### src/hw/rtl/rtp_seq_pkg.sv
`default_nettype none

package rtp_seq_pkg;

	// field widths
	localparam int SEQ_W   = 16;
	localparam int CNT_W   = 32;
	localparam int FRAC_W  = 8;
	localparam int LIMIT_W = 8;
	localparam int WIN_W   = 15;

	// bus widths
	localparam int IN_DATA_W  = 24;
	localparam int OUT_DATA_W = 144;
	localparam int OUT_USED_W = 137;
	localparam int APB_ADDR_W = 3;
	localparam int APB_DATA_W = 32;

	// divider steps: one quotient bit per cycle
	localparam int DIV_STEPS = CNT_W;
	localparam int DIV_CNT_W = $clog2(DIV_STEPS);

	// register word index (paddr[2])
	localparam logic REG_FAIL_LIMIT     = 1'b0;
	localparam logic REG_REORDER_WINDOW = 1'b1;

	// reset values
	localparam logic [LIMIT_W-1:0] FAIL_LIMIT_RST = 8'd8;
	localparam logic [WIN_W-1:0]   WINDOW_RST     = 15'd64;

	// request kinds
	localparam logic FUNC_ARRIVAL = 1'b0;
	localparam logic FUNC_PLAYOUT = 1'b1;

	typedef struct packed {
		logic [LIMIT_W-1:0] fail_limit;
		logic [WIN_W-1:0]   reorder_window;
	} cfg_t;

	typedef struct packed {
		logic             start;
		logic [CNT_W-1:0] dividend;
		logic [CNT_W-1:0] divisor;
	} div_req_t;

	typedef struct packed {
		logic              done;
		logic [FRAC_W-1:0] quot;
	} div_rsp_t;

	// nxt below cur, modulo 2^16, inside window w
	function automatic logic seq_lower(input logic [SEQ_W-1:0] cur,
			input logic [SEQ_W-1:0] nxt, input logic [WIN_W-1:0] w);
		logic [SEQ_W-1:0] wx;
		logic [SEQ_W-1:0] cs;
		logic [SEQ_W-1:0] ns;
		wx = {1'b0, w};
		cs = cur + wx;
		ns = nxt + wx;
		if (cur > wx) begin
			return nxt < cur;
		end
		return ns < cs;
	endfunction

	// nxt above cur, modulo 2^16, inside window w
	function automatic logic seq_higher(input logic [SEQ_W-1:0] cur,
			input logic [SEQ_W-1:0] nxt, input logic [WIN_W-1:0] w);
		logic [SEQ_W-1:0] wx;
		logic [SEQ_W-1:0] thr;
		logic [SEQ_W-1:0] cs;
		logic [SEQ_W-1:0] ns;
		wx  = {1'b0, w};
		thr = SEQ_W'(0) - wx;
		cs  = cur + wx;
		ns  = nxt + wx;
		if (cur < thr) begin
			return nxt > cur;
		end
		return ns > cs;
	endfunction

endpackage

`default_nettype wire

### src/hw/rtl/rtp_seq_regs.sv
`default_nettype none

module rtp_seq_regs (
	input  wire logic                                clk,
	input  wire logic                                arst_n,
	input  wire logic                                psel,
	input  wire logic                                penable,
	input  wire logic                                pwrite,
	input  wire logic [rtp_seq_pkg::APB_ADDR_W-1:0] paddr,
	input  wire logic [rtp_seq_pkg::APB_DATA_W-1:0] pwdata,
	output logic      [rtp_seq_pkg::APB_DATA_W-1:0] prdata,
	output logic                                     pready,
	output rtp_seq_pkg::cfg_t                        cfg
);

	rtp_seq_pkg::cfg_t cfg_q;
	logic              wr_en;

	assign pready = 1'b1;
	assign wr_en  = psel & penable & pwrite & pready;
	assign cfg    = cfg_q;

	// register writes; byte offset bits are ignored
	always_ff @(posedge clk or negedge arst_n) begin
		if (!arst_n) begin
			cfg_q.fail_limit     <= rtp_seq_pkg::FAIL_LIMIT_RST;
			cfg_q.reorder_window <= rtp_seq_pkg::WINDOW_RST;
		end else if (wr_en) begin
			unique case (paddr[2])
				rtp_seq_pkg::REG_FAIL_LIMIT: begin
					cfg_q.fail_limit <= pwdata[rtp_seq_pkg::LIMIT_W-1:0];
				end
				rtp_seq_pkg::REG_REORDER_WINDOW: begin
					cfg_q.reorder_window <= pwdata[rtp_seq_pkg::WIN_W-1:0];
				end
				default: begin
				end
			endcase
		end
	end

	// read mux
	always_comb begin
		unique case (paddr[2])
			rtp_seq_pkg::REG_FAIL_LIMIT: begin
				prdata = rtp_seq_pkg::APB_DATA_W'(cfg_q.fail_limit);
			end
			rtp_seq_pkg::REG_REORDER_WINDOW: begin
				prdata = rtp_seq_pkg::APB_DATA_W'(cfg_q.reorder_window);
			end
			default: begin
				prdata = '0;
			end
		endcase
	end

endmodule

`default_nettype wire

### src/hw/rtl/rtp_seq_div.sv
`default_nettype none

// Restoring divider, one quotient bit per cycle, MSB first.
// Dividend shifts out at the top while quotient bits shift in at the bottom.
module rtp_seq_div (
	input  wire logic                  clk,
	input  wire logic                  arst_n,
	input  wire rtp_seq_pkg::div_req_t req,
	output rtp_seq_pkg::div_rsp_t      rsp
);

	logic                               busy_q;
	logic                               done_q;
	logic [rtp_seq_pkg::DIV_CNT_W-1:0] cnt_q;
	logic [rtp_seq_pkg::CNT_W-1:0]     rem_q;
	logic [rtp_seq_pkg::CNT_W-1:0]     dvd_q;
	logic [rtp_seq_pkg::CNT_W-1:0]     dsr_q;

	logic [rtp_seq_pkg::CNT_W:0]       trial;
	logic                               fits;
	logic [rtp_seq_pkg::CNT_W:0]       diff;

	// one trial subtract per step
	always_comb begin
		trial = {rem_q, dvd_q[rtp_seq_pkg::CNT_W-1]};
		fits  = trial >= {1'b0, dsr_q};
		diff  = trial - {1'b0, dsr_q};
	end

	always_ff @(posedge clk or negedge arst_n) begin
		if (!arst_n) begin
			busy_q <= 1'b0;
			done_q <= 1'b0;
			cnt_q  <= '0;
		end else begin
			done_q <= 1'b0;
			if (req.start) begin
				busy_q <= 1'b1;
				cnt_q  <= rtp_seq_pkg::DIV_CNT_W'(rtp_seq_pkg::DIV_STEPS - 1);
			end else if (busy_q) begin
				cnt_q <= cnt_q - 1'b1;
				if (cnt_q == '0) begin
					busy_q <= 1'b0;
					done_q <= 1'b1;
				end
			end
		end
	end

	// datapath shift registers
	always_ff @(posedge clk) begin
		if (req.start) begin
			rem_q <= '0;
			dvd_q <= req.dividend;
			dsr_q <= req.divisor;
		end else if (busy_q) begin
			rem_q <= fits ? diff[rtp_seq_pkg::CNT_W-1:0] : trial[rtp_seq_pkg::CNT_W-1:0];
			dvd_q <= {dvd_q[rtp_seq_pkg::CNT_W-2:0], fits};
		end
	end

	assign rsp.done = done_q;
	assign rsp.quot = dvd_q[rtp_seq_pkg::FRAC_W-1:0];

endmodule

`default_nettype wire

### src/hw/rtl/rtp_receive_sequence_tracker.sv
// Channel    Dir  Signals                       Contents
// s_axis     in   tvalid/tready/tdata/tuser     one request: arrival or playout
// m_axis     out  tvalid/tready/tdata           one result per request
// apb        in   psel/penable/pwrite/paddr...  fail_limit @0x0, reorder_window @0x4
//
// Arrival, playout hit or miss before any packet: update, then load output register.
// Playout miss with packets received: waits on the bit-serial
// 32-step restoring divider that forms the lost fraction.
// Reset clears all tracking state; registers return to 8 and 64.
// A result waiting on m_axis does not block the next request; a request
// stalls while the previous request is dividing or waiting for the output register.
`default_nettype none

module rtp_receive_sequence_tracker (
	input  wire logic                                clk,
	input  wire logic                                arst_n,
	// tdata: [15:0] seq, [16] found, [23:17] zero
	input  wire logic [rtp_seq_pkg::IN_DATA_W-1:0]  s_axis_tdata,
	// tuser: [0] func
	input  wire logic                                s_axis_tuser,
	input  wire logic                                s_axis_tvalid,
	output logic                                     s_axis_tready,
	// tdata: [15:0] expected_seq, [31:16] highest_seq, [63:32] ext_seq,
	// [95:64] received_count, [127:96] lost_count, [135:128] lost_fraction,
	// [136] missed, [143:137] zero
	output logic      [rtp_seq_pkg::OUT_DATA_W-1:0] m_axis_tdata,
	output logic                                     m_axis_tvalid,
	input  wire logic                                m_axis_tready,
	input  wire logic                                psel,
	input  wire logic                                penable,
	input  wire logic                                pwrite,
	input  wire logic [rtp_seq_pkg::APB_ADDR_W-1:0] paddr,
	input  wire logic [rtp_seq_pkg::APB_DATA_W-1:0] pwdata,
	output logic      [rtp_seq_pkg::APB_DATA_W-1:0] prdata,
	output logic                                     pready
);

	localparam logic [1:0] ST_IDLE = 2'd0;
	localparam logic [1:0] ST_DIV  = 2'd1;
	localparam logic [1:0] ST_LOAD = 2'd2;

	rtp_seq_pkg::cfg_t     cfg;
	rtp_seq_pkg::div_req_t div_req;
	rtp_seq_pkg::div_rsp_t div_rsp;

	logic [1:0]                          state_q;
	logic [rtp_seq_pkg::SEQ_W-1:0]      low_seq_q;
	logic [rtp_seq_pkg::SEQ_W-1:0]      high_seq_q;
	logic [rtp_seq_pkg::LIMIT_W-1:0]    miss_run_q;
	logic [rtp_seq_pkg::CNT_W-1:0]      rx_total_q;
	logic [rtp_seq_pkg::CNT_W-1:0]      loss_total_q;
	logic [rtp_seq_pkg::FRAC_W-1:0]     loss_frac_q;
	logic [rtp_seq_pkg::SEQ_W-1:0]      wrap_count_q;
	logic [rtp_seq_pkg::CNT_W-1:0]      last_ext_q;
	logic                                missed_q;
	logic                                out_valid_q;
	logic [rtp_seq_pkg::OUT_USED_W-1:0] out_data_q;

	logic                                s_fire;
	logic                                in_func;
	logic [rtp_seq_pkg::SEQ_W-1:0]      in_seq;
	logic                                in_found;
	logic                                resync;
	logic                                take_low;
	logic                                take_high;
	logic [rtp_seq_pkg::SEQ_W-1:0]      low_inc;
	logic [rtp_seq_pkg::CNT_W-1:0]      loss_inc;
	logic                                out_free;

	rtp_seq_regs u_regs (
		.clk     (clk),
		.arst_n  (arst_n),
		.psel    (psel),
		.penable (penable),
		.pwrite  (pwrite),
		.paddr   (paddr),
		.pwdata  (pwdata),
		.prdata  (prdata),
		.pready  (pready),
		.cfg     (cfg)
	);

	rtp_seq_div u_div (
		.clk    (clk),
		.arst_n (arst_n),
		.req    (div_req),
		.rsp    (div_rsp)
	);

	assign in_func  = s_axis_tuser;
	assign in_seq   = s_axis_tdata[rtp_seq_pkg::SEQ_W-1:0];
	assign in_found = s_axis_tdata[rtp_seq_pkg::SEQ_W];

	assign s_axis_tready = (state_q == ST_IDLE);
	assign s_fire        = s_axis_tvalid & s_axis_tready;
	assign out_free      = !out_valid_q || m_axis_tready;

	// arrival decisions
	always_comb begin
		resync    = miss_run_q >= cfg.fail_limit;
		take_low  = (low_seq_q == '0)
			|| rtp_seq_pkg::seq_lower(low_seq_q, in_seq, cfg.reorder_window);
		take_high = rtp_seq_pkg::seq_higher(high_seq_q, in_seq, cfg.reorder_window);
		low_inc   = low_seq_q + 1'b1;
		loss_inc  = loss_total_q + 1'b1;
	end

	// lost fraction request: (256 * loss) mod 2^32 over received
	assign div_req.start    = s_fire && (in_func == rtp_seq_pkg::FUNC_PLAYOUT)
		&& !in_found && (rx_total_q != '0);
	assign div_req.dividend = {loss_inc[rtp_seq_pkg::CNT_W-rtp_seq_pkg::FRAC_W-1:0],
		rtp_seq_pkg::FRAC_W'(0)};
	assign div_req.divisor  = rx_total_q;

	// sequencer and tracking state
	always_ff @(posedge clk or negedge arst_n) begin
		if (!arst_n) begin
			state_q      <= ST_IDLE;
			low_seq_q    <= '0;
			high_seq_q   <= '0;
			miss_run_q   <= '0;
			rx_total_q   <= '0;
			loss_total_q <= '0;
			loss_frac_q  <= '0;
			wrap_count_q <= '0;
			last_ext_q   <= '0;
			missed_q     <= 1'b0;
		end else begin
			unique case (state_q)
				ST_IDLE: begin
					if (s_fire) begin
						state_q <= ST_LOAD;
						if (in_func == rtp_seq_pkg::FUNC_ARRIVAL) begin
							missed_q <= 1'b0;
							if (resync) begin
								miss_run_q <= '0;
								low_seq_q  <= in_seq;
								high_seq_q <= in_seq;
							end else begin
								if (take_low) begin
									low_seq_q <= in_seq;
								end
								if (take_high) begin
									high_seq_q <= in_seq;
								end
							end
							rx_total_q <= rx_total_q + 1'b1;
							last_ext_q <= {wrap_count_q, in_seq};
						end else begin
							if (!in_found) begin
								missed_q     <= 1'b1;
								loss_total_q <= loss_inc;
								if (miss_run_q != '1) begin
									miss_run_q <= miss_run_q + 1'b1;
								end
								if (div_req.start) begin
									state_q <= ST_DIV;
								end
							end else begin
								missed_q   <= 1'b0;
								miss_run_q <= '0;
							end
							low_seq_q <= low_inc;
							if (low_inc == '0) begin
								wrap_count_q <= wrap_count_q + 1'b1;
							end
						end
					end
				end
				ST_DIV: begin
					if (div_rsp.done) begin
						loss_frac_q <= div_rsp.quot;
						state_q     <= ST_LOAD;
					end
				end
				ST_LOAD: begin
					if (out_free) begin
						state_q <= ST_IDLE;
					end
				end
				default: begin
					state_q <= ST_IDLE;
				end
			endcase
		end
	end

	// output register
	always_ff @(posedge clk or negedge arst_n) begin
		if (!arst_n) begin
			out_valid_q <= 1'b0;
		end else if (state_q == ST_LOAD && out_free) begin
			out_valid_q <= 1'b1;
		end else if (m_axis_tready) begin
			out_valid_q <= 1'b0;
		end
	end

	always_ff @(posedge clk) begin
		if (state_q == ST_LOAD && out_free) begin
			out_data_q <= {missed_q, loss_frac_q, loss_total_q, rx_total_q,
				last_ext_q, high_seq_q, low_seq_q};
		end
	end

	assign m_axis_tvalid = out_valid_q;
	assign m_axis_tdata  = {(rtp_seq_pkg::OUT_DATA_W - rtp_seq_pkg::OUT_USED_W)'(0),
		out_data_q};

	// divider finishes only while the sequencer waits for it
	assert property (@(posedge clk) disable iff (!arst_n)
		div_rsp.done |-> state_q == ST_DIV)
		else $error("divider done outside divide wait");

	// an arrival counts exactly one packet
	assert property (@(posedge clk) disable iff (!arst_n)
		(s_fire && in_func == rtp_seq_pkg::FUNC_ARRIVAL)
		|=> rx_total_q == $past(rx_total_q) + 32'd1)
		else $error("received count not advanced on arrival");

	// a playout hit clears the miss run
	assert property (@(posedge clk) disable iff (!arst_n)
		(s_fire && in_func == rtp_seq_pkg::FUNC_PLAYOUT && in_found)
		|=> miss_run_q == '0)
		else $error("miss run not cleared on hit");

	// lost fraction moves only when a division completes
	assert property (@(posedge clk) disable iff (!arst_n)
		!$stable(loss_frac_q) |-> $past(div_rsp.done))
		else $error("lost fraction changed without division");

endmodule

`default_nettype wire

### config.mk
export PLATFORM = sky130hd
export DESIGN_NAME = rtp_receive_sequence_tracker
export DESIGN_NICKNAME = d
export VERILOG_FILES = /design/src/hw/rtl/rtp_seq_pkg.sv /design/src/hw/rtl/rtp_seq_regs.sv /design/src/hw/rtl/rtp_seq_div.sv /design/src/hw/rtl/rtp_receive_sequence_tracker.sv
export SDC_FILE = /design/constraint.sdc
export NUM_CORES = 1
export LEC_CHECK = 0
export BUFFER_PORTS_ARGS = -buffer_cell sky130_fd_sc_hd__buf_2
export CAP_MARGIN = 10
export CORE_MARGIN = 1
export CORE_UTILIZATION = 30
export CTS_BUF_LIST = sky130_fd_sc_hd__clkbuf_8
export CTS_CLUSTER_DIAMETER = 150
export CTS_CLUSTER_SIZE = 12
export DETAILED_ROUTE_END_ITERATION = 10
export GPL_TIMING_DRIVEN = 1
export SYNTH_ARGS = -nofsm -noshare
export SYNTH_HDL_FRONTEND = slang
export SYNTH_HIERARCHICAL = 1
export SYNTH_SLANG_ARGS = --single-unit
### constraint.sdc
create_clock -name clk -period 9.7 [get_ports clk]
set_input_delay 0.97 -clock clk [delete_from_list [all_inputs] [get_ports clk]]
set_output_delay 0.97 -clock clk [all_outputs]
set_load 0.03 [all_outputs]
==> impl_metrics.sql <==
INSERT INTO impl_metrics (metric_group, metric, value, unit) VALUES
('synthesis', 'post-synth-top-area-fraction', '25.3', '%'),
('critical_path', 'cp_cell_sequence', 'inv_1 -> fa_1 -> nor2b_1 -> o21ai_0 -> a21boi_0 -> o21ai_0 -> a21oi_1 -> a221o_1 -> nand2_1 -> a211oi_1 -> xor2_1 -> ha_1 -> and4_1 -> a221oi_1 -> a31oi_1 -> o31ai_2 -> buf_4 -> mux2_2', ''),
('detailed_routing', 'vias_per_cell', '4.87', ''),
('die', 'boundaryPins', '246', ''),
('synthesis', 'synth_top_cells_by_area', 'sky130_fd_sc_hd__edfxtp_1 25%, sky130_fd_sc_hd__dfrtp_1 20%, sky130_fd_sc_hd__ha_1 9.8%', ''),
('die', 'core_region_area', '78000', 'um2'),
('global_route', 'vias_in_the_first_global_route', '16300', ''),
('layout', 'fin_area', '26500', 'um2'),
('global_route', 'grt-busiest-layer', 'met2', ''),
('critical_path', 'reg2reg_depth', '18', ''),
('synthesis', 'dominant_register_cell_in_the_synthesized_netlist', 'sky130_fd_sc_hd__edfxtp_1', ''),
('die', 'initial_core_util', '30.5', '%'),
('sta', 'fin_setup_tns', '0', 'ps'),
('clocking', 'tritoncts_num_sinks', '427', ''),
('critical_path', 'endpoint_of_the_lowest_slack_register_to_register_path', 'high_seq_q[3]$_DFFE_PN0P_', ''),
('sta', 'min_period_over_period', '59.5', '%'),
('min_path', 'worstHoldPathType', 'input pin to async pin', ''),
('detailed_routing', 'detail_route.wl_per_cell', '17.4', 'um'),
('die', 'floorplan.rows', '102', ''),
('global_route', 'grt_util_met2', '23.2', '%'),
('sta', 'final.hold.worst_slack', '303', 'ps'),
('synthesis', 'netlist_area', '23800', 'um2'),
('clocking', 'clk_latency', '660', 'ps'),
('sta', 'final_setup_violating_endpoints', '0', ''),
('layout', 'multi_input_gate_area_in_the_final_layout', '11400', 'um2'),
('placement', 'placement.io_buffers', '194', ''),
('global_route', 'met3_usage', '2.45', '%'),
('synthesis', 'post_synth_edffs', '201', ''),
('sta', 'achievable-frequency', '173', 'MHz'),
('die', 'fp.dieArea', '80500', 'um2'),
('clocking', 'cts-htree-levels', '2', ''),
('sta', 'post-route-min-period', '5770', 'ps'),
('run_status', 'status', 'finished clean', ''),
('flow_run', 'max_cap_viol_count', '0', ''),
('global_route', 'grt_antenna_before_repair', '1', ''),
('synthesis', 'synth.yosys.seq_area_share', '48.4', '%'),
('die', 'die_y', '284', 'um'),
('critical_path', 'ff2ff_setup_slack', '3930', 'ps'),
('global_route', 'grt_first_pass_wirelength', '93.4', 'mm'),
('detailed_routing', 'vias', '16600', ''),
('global_route', 'grt-ovfl-total', '0', ''),
('layout', 'fin_util', '34.0', '%'),
('sta', 'finalMaxSlewViolations', '0', ''),
('critical_path', 'crit_path_end', 'high_seq_q[3]$_DFFE_PN0P_', ''),
('critical_path', 'cp.arrival', '6310', 'ps'),
('sta', 'unrepaired_setup_endpoints_after_global_routing', 'false', ''),
('clocking', 'cts-buffers-inserted', '41', ''),
('layout', 'layout_cells_sized_above_1', '18.0', '%'),
('critical_path', 'cp-start-kind', 'register', ''),
('clocking', 'postCtsHoldBufs', '0', ''),
('sta', 'worst_clock_skew', '33.1', 'ps'),
('layout', 'fill_cells', '7850', ''),
('layout', 'flow.area_growth_from_synthesis', '11.3', '%'),
('synthesis', 'yosysTopAreaCell', 'sky130_fd_sc_hd__edfxtp_1', ''),
('placement', 'place_congestion', '0.869', ''),
('clocking', 'tritoncts', 'done', ''),
('critical_path', 'crit_path_end_kind', 'register', ''),
('layout', 'diodes', '0', ''),
('layout', 'nets', '2586', ''),
('power', 'power_density', '297', 'nW/um2'),
('global_route', 'grt_max_degree', '81', ''),
('sta', 'max_slew_margin', '24.6', '%'),
('clocking', 'cts.repair_timing.setup_buffer_count', '0', ''),
('critical_path', 'critical_path.reg2reg.startpoint', 'u_regs/cfg[1]$_DFFE_PN0P_', ''),
('clocking', 'cts.repair.resized', '0', ''),
('clocking', 'cts.root.buffer_cell', 'sky130_fd_sc_hd__clkbuf_8', ''),
('critical_path', 'criticalPathCategory', 'register to register', ''),
('critical_path', 'crit_required', '10240', 'ps'),
('sta', 'least_margin_pin_slew', '1110', 'ps'),
('synthesis', 'ys_top_cells_by_count', '201 x sky130_fd_sc_hd__edfxtp_1, 192 x sky130_fd_sc_hd__dfrtp_1, 187 x sky130_fd_sc_hd__ha_1', ''),
('synthesis', 'synth_seq_cells', '427', '');
-- through the flow --
step,total power (W),setup slack [ps],instances
2_1_floorplan,0.00588,1920,2179
3_3_place_gp,0.00681,3520,3325
3_5_place_dp,0.00685,3470,3325
4_1_cts,0.00798,3940,3401
5_1_grt,0.00853,3610,3401
6_report,0.00787,3930,3401
-- cell type report --
class / instances / share of cell area (%)
inverter: 128 / 1.82
multi-input combinational: 1520 / 42.9
clock inverter: 34 / 0.552
tap: 1040 / 4.91
clock buffer: 42 / 2.18
timing repair buffer: 210 / 4.15
sequential: 427 / 43.5
-- sequential cells by signal (all words and copies together), names as in the netlist, 23 cells and up --
register	count
u_div/dsr_q	32
u_div/dvd_q	32
rx_total_q	32
u_regs/cfg	23
u_div/rem_q	32
last_ext_q	32
loss_total_q	32
out_data_q	137
-- critical path: cells and delay by family (launching register included) --
family	cells	cell delay, ps
AO/OA/AOI/OAI	9	2570
buffers and inverters	2	560
XOR/XNOR	1	310
adder cells (fa/ha/maj)	2	760
flip-flops	1	670
AND/OR/NAND/NOR	3	440
multiplexers	1	350
-- worst min path at each step --
stage / to / slack, ps
6_report: u_regs/cfg[20]$_DFFE_PN0P_ / 300
3_5_place_dp: out_data_q[44]$_DFFE_PP_ / 430
3_3_place_gp: out_data_q[37]$_DFFE_PP_ / 430
4_1_cts: high_seq_q[7]$_DFFE_PN0P_ / 280
5_1_grt: u_regs/cfg[20]$_DFFE_PN0P_ / 300
2_1_floorplan: out_data_q[128]$_DFFE_PP_ / 420
-- power breakdown --
group / switching (W) / internal (W) / total [W]
clock network: 0.000656 / 0.000408 / 0.00106
registers: 0.000429 / 0.00252 / 0.00295
logic: 0.00233 / 0.00153 / 0.00386
-- per-layer routing --
metal | vias to the layer above | share of wire (%)
met3 | 75 | 5.3
met5 | - | 0.022
met4 | 2 | 2.1
met2 | 349 | 45
li1 | 8092 | -
met1 | 8038 | 47
-- cell families (layout without fill, tap and decap cells) --
logic type | Yosys count | after routing | synth area share, %
and+or+nand+nor | 589 | 589 | 12.8
DFF | 427 | 427 | 48.4
AOI/OAI and AO/OA | 383 | 383 | 10.7
buffers and inverters | 232 | 414 | 4.43
adders and majority gates | 192 | 192 | 10.2
xor gates and xnor gates | 185 | 185 | 6.83
muxes | 138 | 138 | 6.63
other | 3 | 33 | 0.0473
-- placed cells by master (no fill, tap or decap), drive strengths merged, types with 41 or more instances in the layout --
cell and instances:
a21oi 116, a21o 41, xor2 52, nand3 71
edfxtp 201, buf 210, nor2 121, inv 159
o21ai 68, ha 187, clkbuf 42, dfrtp 192
xnor2 133, nand4 52, nand2 149, mux2 129
(Power assumes the default switching activity.)
